<file path="src/hw/rtl/pli_pkg.sv">
`default_nettype none
// ----------------------------------------------------------------------------
// pli_pkg
// Shared constants and types for the positional list insert/delete core.
// ----------------------------------------------------------------------------
package pli_pkg;

  localparam int DEFAULT_CAPACITY = 64;

  // Width of the stored words and of the input position field.
  localparam int DATA_W = 32;
  localparam int POS_W  = 8;
  localparam int LEN_W  = 7;

  // Number of match flags examined per cycle by the locate scan.
  localparam int SCAN_GROUP = 8;

  localparam logic [1:0] OP_INSERT = 2'd0;
  localparam logic [1:0] OP_DELETE = 2'd1;
  localparam logic [1:0] OP_LOCATE = 2'd2;

  localparam logic [1:0] STATUS_OK    = 2'd0;
  localparam logic [1:0] STATUS_RANGE = 2'd1;
  localparam logic [1:0] STATUS_FULL  = 2'd2;

  // Command broadcast to every cell of the chain in the cycle an item is accepted.
  typedef struct packed {
    logic              ins;
    logic              del;
    logic              locate;
    logic [POS_W-1:0]  pos0;
    logic [DATA_W-1:0] val;
  } cell_ctl_t;

endpackage
`default_nettype wire

</file>
<file path="src/hw/rtl/pli_scan.sv">
`default_nettype none
// ----------------------------------------------------------------------------
// pli_scan
// Walks the registered match flags a group at a time to find the first hit.
// ----------------------------------------------------------------------------
module pli_scan #(
  parameter int CAPACITY = pli_pkg::DEFAULT_CAPACITY
) (
  input  wire logic                       clk,
  input  wire logic                       rst_n,
  input  wire logic                       clear,
  input  wire logic                       step,
  input  wire logic [CAPACITY-1:0]        match,
  output logic                            hit,
  output logic                            last,
  output logic      [pli_pkg::LEN_W-1:0]  found
);

  localparam int G   = pli_pkg::SCAN_GROUP;
  localparam int NG  = (CAPACITY + G - 1) / G;
  localparam int GW  = (NG > 1) ? $clog2(NG) : 1;
  localparam int SGW = $clog2(G);

  logic [NG*G-1:0] match_pad;
  logic [G-1:0]    grp;
  logic [SGW-1:0]  first;
  logic [GW-1:0]   g_r, g_nxt;

  assign match_pad = (NG*G)'(match);
  assign grp       = match_pad[g_r*G +: G];
  assign hit       = |grp;
  assign last      = (g_r == GW'(NG - 1));

  // Lowest set flag in the current group wins.
  always_comb begin
    first = '0;
    for (int i = G - 1; i >= 0; i--) begin
      if (grp[i]) begin
        first = SGW'(i);
      end
    end
  end

  assign found = pli_pkg::LEN_W'({g_r, first}) + pli_pkg::LEN_W'(1);

  always_comb begin
    g_nxt = g_r;
    if (clear) begin
      g_nxt = '0;
    end else if (step) begin
      g_nxt = g_r + GW'(1);
    end
  end

  always_ff @(posedge clk) begin
    if (!rst_n) begin
      g_r <= '0;
    end else begin
      g_r <= g_nxt;
    end
  end

endmodule
`default_nettype wire

</file>
<file path="config.mk">
export PLATFORM = sky130hd
export DESIGN_NAME = pli_scan
export DESIGN_NICKNAME = d
export VERILOG_FILES = /design/src/hw/rtl/pli_pkg.sv /design/src/hw/rtl/pli_scan.sv
export SDC_FILE = /design/constraint.sdc
export NUM_CORES = 1
export LEC_CHECK = 0
export ABC_AREA = 1
export BUFFER_PORTS_ARGS = -buffer_cell sky130_fd_sc_hd__buf_2
export CORE_ASPECT_RATIO = 0.8
export CORE_MARGIN = 2
export CORE_UTILIZATION = 39
export CTS_BUF_LIST = sky130_fd_sc_hd__clkbuf_4 sky130_fd_sc_hd__clkbuf_8
export CTS_CLUSTER_SIZE = 24
export DETAILED_ROUTE_END_ITERATION = 6
export PLACE_DENSITY = 0.79
export SLEW_MARGIN = 10
export SYNTH_ARGS = -nofsm -noshare
export SYNTH_HDL_FRONTEND = slang
export SYNTH_SLANG_ARGS = --single-unit
</file>
<file path="constraint.sdc">
create_clock -name clk -period 2.1 [get_ports clk]
set_input_delay 0.21 -clock clk [delete_from_list [all_inputs] [get_ports clk]]
set_output_delay 0.21 -clock clk [all_outputs]
set_load 0.005 [all_outputs]
</file>
* Word-level counts from Yosys, hierarchy flattened
Index checks and enable logic that the tools add are counted.
Word-level totals: register bits after elaboration 3, input port bits 68, output and inout port bits 9, logic and storage cells 16
Cells by class: add/subtract/negate cells 2, equality and inequality tests 1, shifts and indexed selects 1, multiplexer cells 8, bitwise logic cells 1, reduce and logical (&&, ||, !) cells 2
Operators by type and width (number):
- $shiftx 64x7->8 | 1
- $mux 3 | 8
- $reduce_or 8->1 | 1
- $add 6x1->7 const B | 1
- $add 3x1->3 const B | 1
- $eq 3x3->1 const B | 1
- $reduce_or 2->1 | 1
- $not 1->1 | 1

* Longest topological paths before layout
depth in word-level cells 10, mapped depth 19, gate-level depth less buffers 17

* Worst setup path after synthesis
OpenSTA, ideal clock, no wires.
path kind register -> output, from reg g_r[0], to out found[4] (netlist name), arrival 1.851 ns, required time 1.890 ns, slack 0.039 ns, cell stages (with the launch flop) 17, path buffers 2, path through dfxtp_1 buf_6 inv_6 buf_6 o21ai_0 nand3_1 nand2_1 nand2_1 nand2_1 nand2_1 nand2_1 nand2_1 nand2_1 inv_1 ha_1 nand3_2 xor2_1
Between the ends: cells in the longest elaborated chain, start to end 10
Ends and longest elaborated chain:
- from (decl) | RTL line pli_scan.sv:27 | logic [GW-1:0] g_r, g_nxt;
- from (signal assigned) | RTL line pli_scan.sv:59 | g_r <= g_nxt;
- $shiftx 64x7->8 | RTL line pli_scan.sv:30 | assign grp = match_pad[g_r*G +: G];
- $mux 3 (8 in a row) | RTL line pli_scan.sv:38 | if (grp[i]) begin
- $add 6x1->7 * | RTL line pli_scan.sv:44 | assign found = pli_pkg::LEN_W'({g_r, first}) + pli_pkg::LEN_W'(1);
- to (decl) | RTL line pli_scan.sv:16 | output logic [pli_pkg::LEN_W-1:0] found
Every way passes the cells marked *; elsewhere a longest branch is shown, timed or not.

* Worst setup path in the final report
from reg g_r[0], to out found[2] (netlist name)
Between the ends: cells in the longest elaborated chain, start to end 10
Ends and longest elaborated chain (RTL line):
- $shiftx 64x7->8 * | pli_scan.sv:30
- $mux 3 (7 in a row) | pli_scan.sv:38
- $mux 3 * | pli_scan.sv:38
- $add 6x1->7 * | pli_scan.sv:44
Marked as above.

==> impl_metrics.toml <==
[place]
hpwl_mm = 2.62
placed_area_um2 = 1580
io_buffers = 76
place_congestion = 0.845
placed_cells = 342
pre_cts_ws_ns = -0.112

[grt]
overflow = 0
grt_max_degree = 32
antenna_found_initial = 0
grtUsageTotal = 0.199
grt_pass1_vias = 1316
grt_pass1_wl_mm = 5.35

[final_layout]
top_register = "g_r"
area_growth_pct = 75.3
fin_util = 0.714
nets = 393
final_cell_area_um2 = 1960
largestRegisters = "g_r (3)"
largest_register_ffs = 3
layout-drive-gt1-share = 0.489
final_cells = 359
antenna_cells = 0

[floorplanning]
coreArea_um2 = 2740
num_io_pins = 77
rows = 17
die_x_um = 63.8
die-area_um2 = 3310
die_height_um = 51.9
start_util = 0.407

[routing]
wl_per_cell_um = 11.2
top_layer_used = "met4"
ant_nets = 0
dr.pass1.iters = 4
wl_met3_um = 286
wl_met1_mm = 1.64
route.detailed.drc = 0
num_vias = 1730
drt-total-wl_mm = 4.02
met2WireLength_mm = 2.07
first_iter_violations = 125
viasPerCell = 4.82

[synthesis]
ys_seq_area_frac = 0.0538
syn_area_per_cell_um2 = 4.99
synth_top_family_by_area = "simple AND/OR/NAND/NOR gates"
synth_xor_area_frac = 0.0157
async_flop_share = 0
synthFlopType = "dfxtp_1"
yosysWarnings = 0
synthesis.nets = 295
synth_cells = 224
ys_types = 22
synthAdderAreaFrac = 0.0336
muxShareOfSynthArea = 0
syn_area_um2 = 1120
synth_compound_area_frac = 0.0985
synthSimpleGateAreaFrac = 0.571
synth_enable_flop_cells = 0
yosys_register_bits = 3

[power]
pwr-share-comb = 0.684
net-switching-power_mw = 0.238
p_seq_frac = 0.106
p_clk_frac = 0.210
p_int_mw = 0.340
power.density_nw_per_um2 = 295
irDropWorstVdd_uv = 194
swShare = 0.411
p_leak_nw = 1.11

[timing]
tns_ns = -1.85
hold_viol_final = 0
period_needed_ns = 2.50
skew_ns = 0.00646
period_share = 1.19
max_freq_mhz = 401
rsz0062_at_grt = "true"
drv_slew = 0
setup-violations-final = 8
tightest_slew_ns = 0.357
relSlewSlack = 0.762
setup_ws_ns = -0.395

[critical_path]
worstPathRequired_ns = 1.89
worst_setup_path_start_kind = "flip-flop"
critPathKind = "flip-flop to output pin"
reg2reg_depth = 7
worstPathArrival_ns = 2.29
worst_setup_path_end_kind = "output pin"
crit_path_max_fanout = 5

[min_path]
min_path_type = "input port to flip-flop"
holdPathStages = 3

[run_status]
status = "finished, violations left"
violations = "negative setup slack"

[clocking]
cts_root_buf = "clkbuf_4"
clockBufferDepth = 2
htree_levels = 1
cts_hold_buffers = 0
cts_buffers = 3
clkSinkCount = 3
clk_pin_slew_worst_paths_ns = 0.04
cts_tree = "built"
worstSkewPairLatency_ns = 0.24

[flow_run]
max-cap-violations = 0
==> path summary, 6_finish.rpt <==
kind	startpoint	endpoint	slack [ns]
worst max-delay path	g_r[0]	found[2]	-0.40
worst min-delay path	step	g_r[0]	0.23
worst max register to register	g_r[0]	g_r[2]	0.59
worst min register to register	g_r[1]	g_r[1]	0.67
==> placed cells by master (no fill, tap or decap), types with 7 or more instances in the layout <==
cell	Yosys	layout
nor2_1	36	24
buf_2	4	75
nand3_1	28	24
nand2_1	69	59
nor2_4	3	11
nor2_2	3	7
buf_4	2	18
o21ai_1	6	14
nand2_2	3	12
inv_1	33	30
==> worst max-delay path: stages (launching register included) <==
cell and delay, ns:
dfxtp_4 0.35, buf_12 0.14, clkbuf_16 0.15, nor2_2 0.11, nor2_1 0.05, o21ai_1 0.07, nand3_1 0.10, nand2_2 0.10
nand2_2 0.08, nor2_4 0.14, inv_2 0.05, a21oi_2 0.17, ha_4 0.17, buf_6 0.10, xor2_2 0.14, buf_2 0.13
==> metal layers <==
| metal | vias up | track usage |
|---|---|---|
| li1 | 883 | - |
| met1 | 773 | 0.252 |
| met2 | 70 | 0.368 |
| met3 | 4 | 0.0238 |
| met4 | 0 | 0.0326 |
| met5 | - | 0 |
==> metrics by stage <==
stage | hold WS [ns] | power [mW]
finish | 0.230 | 0.578
global route | 0.248 | 0.620
CTS | 0.232 | 0.484
detailed placement | 0.489 | 0.352
global placement | 0.497 | 0.350
floorplan | 0.356 | 0.233
==> cells by family (layout without fill, tap and decap cells) <==
logic type / Yosys count / after routing
xor+xnor: 2 / 2
compound gates: 21 / 21
fa+ha+maj: 3 / 3
simple gates: 146 / 146
buf+inv: 49 / 146
flops: 3 / 3
==> Yosys cell counts (3+ instances only) <==
master | number | area share
nand2_1 | 69 | 0.23
nor2_1 | 36 | 0.12
nor2_2 | 3 | 0.017
ha_1 | 3 | 0.034
nand3_1 | 28 | 0.13
buf_2 | 4 | 0.018
o21ai_0 | 11 | 0.049
nor2_4 | 3 | 0.030
nand2_2 | 3 | 0.017
buf_6 | 7 | 0.071
inv_1 | 33 | 0.11
o21ai_1 | 6 | 0.027
dfxtp_1 | 3 | 0.054
==> power by group through the flow <==
| stage | Combinational, mW | Sequential, mW | Clock [mW] |
|---|---|---|---|
| 6_report | 0.396 | 0.0611 | 0.122 |
| 5_1_grt | 0.432 | 0.0613 | 0.126 |
| 4_1_cts | 0.298 | 0.0621 | 0.123 |
| 3_5_place_dp | 0.289 | 0.0633 | 0 |
| 3_3_place_gp | 0.287 | 0.0631 | 0 |
| 2_1_floorplan | 0.171 | 0.0616 | 0 |
==> layout make-up <==
cell class / instances / area (um2)
repair inverters: 2 / 20.0
inverters: 36 / 150
fillers: 226 / 786
flip-flops and latches: 3 / 63.8
repair buffers: 104 / 692
multi-input cells: 172 / 955
clock buffers: 4 / 30.0
well taps: 38 / 47.5
==> what timing repair did <==
item	CTS	global route
pin swaps	3	38
gates cloned	0	5
buffers inserted	2	6
hold endpoints to repair	0	0
gates resized for setup	8	57
endpoints found under the setup margin	6	7
Power figures use the tool's default switching activity.
