### config.mk
export PLATFORM = sky130hd
export DESIGN_NAME = pli_cell
export DESIGN_NICKNAME = d
export VERILOG_FILES = /design/src/hw/rtl/pli_pkg.sv /design/src/hw/rtl/pli_cell.sv
export SDC_FILE = /design/constraint.sdc
export NUM_CORES = 1
export LEC_CHECK = 0
export ABC_AREA = 1
export BUFFER_PORTS_ARGS = -buffer_cell sky130_fd_sc_hd__buf_2
export CAP_MARGIN = 40
export CORE_ASPECT_RATIO = 1.25
export CORE_UTILIZATION = 43
export CTS_CLUSTER_DIAMETER = 50
export DETAILED_ROUTE_END_ITERATION = 7
export HOLD_SLACK_MARGIN = 0.03
export PLACE_DENSITY = 0.92
export SYNTH_ARGS = -nofsm -noshare
export SYNTH_HDL_FRONTEND = slang
export SYNTH_SLANG_ARGS = --single-unit
### constraint.sdc
create_clock -name clk -period 4.83 [get_ports clk]
set_input_delay 0.483 -clock clk [delete_from_list [all_inputs] [get_ports clk]]
set_output_delay 0.483 -clock clk [all_outputs]
set_load 0.02 [all_outputs]
### src/hw/rtl/pli_pkg.sv
`default_nettype none
// ----------------------------------------------------------------------------
// pli_pkg
// Shared constants and types for the positional list insert/delete core.
// ----------------------------------------------------------------------------
package pli_pkg;

  localparam int DEFAULT_CAPACITY = 64;

  // Width of the stored words and of the input position field.
  localparam int DATA_W = 32;
  localparam int POS_W  = 8;
  localparam int LEN_W  = 7;

  // Number of match flags examined per cycle by the locate scan.
  localparam int SCAN_GROUP = 8;

  localparam logic [1:0] OP_INSERT = 2'd0;
  localparam logic [1:0] OP_DELETE = 2'd1;
  localparam logic [1:0] OP_LOCATE = 2'd2;

  localparam logic [1:0] STATUS_OK    = 2'd0;
  localparam logic [1:0] STATUS_RANGE = 2'd1;
  localparam logic [1:0] STATUS_FULL  = 2'd2;

  // Command broadcast to every cell of the chain in the cycle an item is accepted.
  typedef struct packed {
    logic              ins;
    logic              del;
    logic              locate;
    logic [POS_W-1:0]  pos0;
    logic [DATA_W-1:0] val;
  } cell_ctl_t;

endpackage
`default_nettype wire

### src/hw/rtl/pli_cell.sv
`default_nettype none
// ----------------------------------------------------------------------------
// pli_cell
// One list entry: shifts towards or away from its neighbours, and compares.
// ----------------------------------------------------------------------------
module pli_cell #(
  parameter int IDX   = 0,
  parameter int IW    = 6,
  parameter int CW    = 7
) (
  input  wire logic                        clk,
  input  wire pli_pkg::cell_ctl_t          ctl,
  input  wire logic [CW-1:0]               count,
  input  wire logic [pli_pkg::DATA_W-1:0]  left_data,
  input  wire logic [pli_pkg::DATA_W-1:0]  right_data,
  output logic      [pli_pkg::DATA_W-1:0]  data,
  output logic      [pli_pkg::DATA_W-1:0]  rd_data,
  output logic                             match
);

  localparam int CMPW = (IW > pli_pkg::POS_W) ? IW : pli_pkg::POS_W;

  logic [pli_pkg::DATA_W-1:0] entry_r, entry_nxt;
  logic                       match_r, match_nxt;
  logic [CMPW-1:0]            idx_c, pos_c;
  logic                       at_pos, past_pos;

  assign idx_c    = CMPW'(IDX);
  assign pos_c    = CMPW'(ctl.pos0);
  assign at_pos   = (idx_c == pos_c);
  assign past_pos = (idx_c > pos_c);

  always_comb begin
    entry_nxt = entry_r;
    if (ctl.ins) begin
      if (past_pos) begin
        entry_nxt = left_data;
      end else if (at_pos) begin
        entry_nxt = ctl.val;
      end
    end else if (ctl.del) begin
      if (past_pos || at_pos) begin
        entry_nxt = right_data;
      end
    end
  end

  assign match_nxt = ctl.locate ? ((entry_r == ctl.val) && (CW'(IDX) < count)) : match_r;

  always_ff @(posedge clk) begin
    entry_r <= entry_nxt;
    match_r <= match_nxt;
  end

  assign data    = entry_r;
  assign rd_data = at_pos ? entry_r : '0;
  assign match   = match_r;

endmodule
`default_nettype wire

* Word level (Yosys, flattened, before mapping)
Index checks and enable logic that the tools add are counted.
** Storage, ports and cells
- Flip-flop bits (word level) :: 33
- Input bits :: 115
- Output and inout port bits :: 65
- Logic and storage cells :: 18
** Operators by class
- $lt $le $gt $ge :: 2
- Eq/ne operators :: 2
- Multiplexer cells :: 6
- Reductions and logical operators :: 6
** Operators with widths (number)
- two-way mux 32 bit :: 6
- equality test 32 bit :: 1
- greater-than comparator 1 x 8 -> 1 bit (first input constant) :: 1
- zero test 8 bit :: 1
- less-than comparator 1 x 7 -> 1 bit (first input constant) :: 1
- nonzero test 2 bit :: 2
- inequality test 3 x 1 -> 1 bit (second input constant) :: 1
- AND reduction 3 bit :: 1
- logical AND 1 bit :: 1
- logical OR 1 bit :: 1

* Logic depth before layout (Yosys ltp)
- Depth after elaboration :: 5
- Depth in mapped cells :: 8
- Depth with buffers taken out :: 8

* Worst setup path after synthesis
Ideal clock, no wire load.
- Kind :: input to register
- From :: in ctl[37] (netlist bit)
- To :: reg entry_r (netlist bit data[0]) (enable)
- Setup time :: 421 ps
- Arrival time :: 2320 ps
- Path slack :: 2088 ps
- Cell stages on the path :: 3
- Cell sequence :: nor4_1 nand2_1 nor2_1
** Between the ends
- Cells in the longest elaborated chain, start to end :: 4
- Elaborated cells between the ends (all ways) :: 6
- Those cells by class :: order compare: 1; eq/ne: 1; reduce/logical: 4
** Ends and longest elaborated chain
- start, declared :: RTL line pli_cell.sv:12 : input wire pli_pkg::cell_ctl_t ctl,
- greater-than comparator 1 x 8 -> 1 bit / zero test 8 bit (equally long branches) :: RTL line pli_cell.sv:31, pli_cell.sv:30
- logical OR 1 bit :: RTL line pli_cell.sv:42 : if (past_pos || at_pos) begin
- nonzero test 2 bit (no source line)
- AND reduction 3 bit (no source line) (*)
- end signal, assigned :: RTL line pli_cell.sv:51 : entry_r <= entry_nxt;
- end, declared :: RTL line pli_cell.sv:23 : logic [pli_pkg::DATA_W-1:0] entry_r, entry_nxt;
Every way passes the cells marked *; elsewhere a longest branch is shown, timed or not.
A chain may end at the register's enable or synchronous reset.

* Final worst setup path
- From :: in ctl[32] (netlist bit)
- To :: out rd_data[5] (netlist bit)
** Between the ends
- Cells in the longest elaborated chain, start to end :: 2
** Ends and longest elaborated chain
- zero test 8 bit :: RTL line pli_cell.sv:30 : assign at_pos = (idx_c == pos_c);
- two-way mux 32 bit :: RTL line pli_cell.sv:56 : assign rd_data = at_pos ? entry_r : '0;
- end, declared :: RTL line pli_cell.sv:17 : output logic [pli_pkg::DATA_W-1:0] rd_data,
No other way between the ends.

==> impl_metrics.py <==
metrics = {
    "clocking": {
        "cts.sinks": 33,
        "postCtsHoldBufs": 0,
        "cts_resized": 0,
        "cts-root-buf": "clkbuf_8",
        "cts_tree": "built",
        "post_cts_buffers": 0,
        "clock_path_buffers": 2,
        "htreeDepth": 2,
        "clk_pin_slew_ps": 60,
        "cts_buffers": 5,
        "clk-insertion-delay-late_ps": 280,
    },
    "routing": {
        "routed_wl_um": 5976,
        "via_count": 2369,
        "wire_per_inst_um": 11.47,
        "firstDrtPassIters": 4,
        "drc_errors": 0,
        "ant_nets": 0,
        "post_drt_via_cell_ratio": 4.547,
        "drtIter0Drc": 55,
    },
    "final_layout": {
        "layout_common_cells": "147 x buf_2, 125 x nand2_1, 50 x inv_1",
        "area_growth_pct": 39.46,
        "diodes": 0,
        "final_common_cell": "buf_2",
        "num-nets-final": 574,
        "n_fill_cell": 446,
        "drive_gt1_share_pct": 40.96,
    },
    "power_and_ir_drop": {
        "seqPwrFrac_pct": 53.0,
        "clockPowerShare_pct": 32.0,
        "p_leak_nw": 1.774,
        "cell_internal_pwr_uw": 458.5,
        "irDropWorstVdd_v": 0.0001291,
        "switching_power_uw": 142.8,
        "powerDensity_nw_per_um2": 192.1,
        "comb_power_share_pct": 14.9,
        "switching_share_pct": 23.74,
    },
    "grt": {
        "grt_usage_pct": 21.45,
        "grt_pass1_vias": 2103,
        "grt_pass1_wl_um": 8928,
        "antenna_found_initial": 0,
        "grt-ovfl-total": 0,
        "grt_max_degree": 27,
    },
    "setup_path": {
        "r2r_slack_ps": 3630,
        "endpoint_kind": "output port",
        "cp_max_fo": 24,
        "cp.required_ps": 4350,
        "critical_path.startpoint_type": "input port",
        "arrival_ps": 1690,
        "critPathKind": "input port to output port",
    },
    "floorplanning": {
        "rows": 29,
        "die_w_um": 66.62,
        "die_area_sq_um": 5515,
        "initial_core_util_pct": 44.51,
        "die_h_um": 82.78,
        "ios": 180,
        "core_sq_um": 5044,
    },
    "placed_design": {
        "routabilityCongestion": 0.7766,
        "portBuffers": 147,
        "hpwl_um": 4826,
    },
    "synth": {
        "ys_ff_latch": 33,
        "syn_nets": 427,
        "ys_seq_area_share_pct": 44.15,
        "syn_avg_cell_area_sq_um": 7.194,
        "synth_cell_type_count": 17,
        "yosysWarnings": 0,
        "netlist_instances": 312,
        "synth.cell_area_sq_um": 2245,
    },
    "sta": {
        "skew_ps": 4.985,
        "rsz0062_at_grt": "false",
        "slew_viol_final": 0,
        "period_needed_ps": 2175,
        "max_freq_mhz": 459.7,
        "timing.hold.ws_ps": 401.0,
        "hold_viol": 0,
        "fin_setup_tns_ps": 0,
        "maxSlewHeadroom_pct": 55.39,
        "setup_viol": 0,
        "worst_slew_pin_slew_ps": 668.3,
        "fin_crit_sh_pct": 45.04,
    },
    "flow_run": {
        "maxCapViolations": 0,
    },
    "status": {
        "status": "complete, no violations",
    },
    "worst_hold_path": {
        "hold_path.class": "input port to register",
    },
}
==> cell type report <==
| class | count | area, sq um | area share, % |
|---|---|---|---|
| clock buffers | 6 | 72.57 | 2.318 |
| repair buffers | 150 | 790.8 | 25.26 |
| multi-input cells | 219 | 1007 | 32.17 |
| inverters | 50 | 187.7 | 5.995 |
| well taps | 62 | 77.57 | 2.478 |
| clock inverters | 1 | 3.754 | 0.1199 |
| flip-flops and latches | 33 | 991.0 | 31.65 |
==> cell families after synthesis <==
kind of cell	synth area share [%]
AOI/OAI and AO/OA	4.459
xor gates and xnor gates	4.682
DFF	44.15
buffers and inverters	11.43
and+or+nand+nor	35.28
==> worst max-delay path: stages <==
cell     delay, ps
buf_2          100
nor4_1         310
nand2_2        260
buf_12         250
nor2_2          90
buf_2          170
==> routing by layer <==
layer / vias up / wire, um / GRT usage [%] / part of all wire, %
met2: 97 / 3195 / 41.52 / 53
met3: 9 / 413 / 4.372 / 6.9
met4: 0 / 79 / 7.872 / 1.3
met1: 1030 / 2286 / 22.38 / 38
li1: 1233 / - / - / -
met5: - / 0 / 0 / 0
==> registers in the layout, summed over array words and instances (netlist names) <==
signal  cells
match       1
data       32
==> per-stage QoR <==
stage / setup slack (ps) / utilization, % / total power [mW] / area (sq um) / instances
6_report: 2655 / 62.07 / 0.6013 / 3131 / 521
3_5_place_dp: 2376 / 60.56 / 0.4159 / 3054 / 514
2_1_floorplan: 2088 / - / 0.3692 / 2245 / 312
3_3_place_gp: 1938 / 59.61 / 0.4127 / 3007 / 512
4_1_cts: 2640 / 62.07 / 0.6081 / 3131 / 521
5_1_grt: 2517 / 62.07 / 0.6321 / 3131 / 521
==> synthesized netlist by cell type (all sizes together) <==
master	count	area, sq um
xor2	1	8.760
nand3	3	15.01
nor2	53	274.0
nor3	1	5.000
o21ai	20	100.1
xnor2	11	96.34
nor2b	1	6.260
edfxtp	33	991.0
buf	8	61.31
or2	1	6.260
clkbuf	2	7.510
nand2	126	473.0
nor4	2	12.51
inv	50	187.7
==> final timing paths <==
| kind | start | endpoint | cells after the start |
|---|---|---|---|
| max | ctl[32] | rd_data[5] | 6 |
| min | ctl[40] | match$_DFFE_PP_ | 1 |
| max reg2reg | data[2]$_DFFE_PP_ | match$_DFFE_PP_ | 6 |
| min reg2reg | data[9]$_DFFE_PP_ | match$_DFFE_PP_ | 5 |
==> power by group through the flow <==
stage | registers (mW) | logic [mW] | clock network, mW
final | 0.319 | 0.0898 | 0.193
after global placement | 0.325 | 0.0876 | 0
after detailed placement | 0.325 | 0.0908 | 0
after floorplan | 0.326 | 0.0428 | 0
after global routing | 0.319 | 0.104 | 0.210
after CTS | 0.319 | 0.0910 | 0.198
No activity file was read; power rests on OpenSTA's default activity.
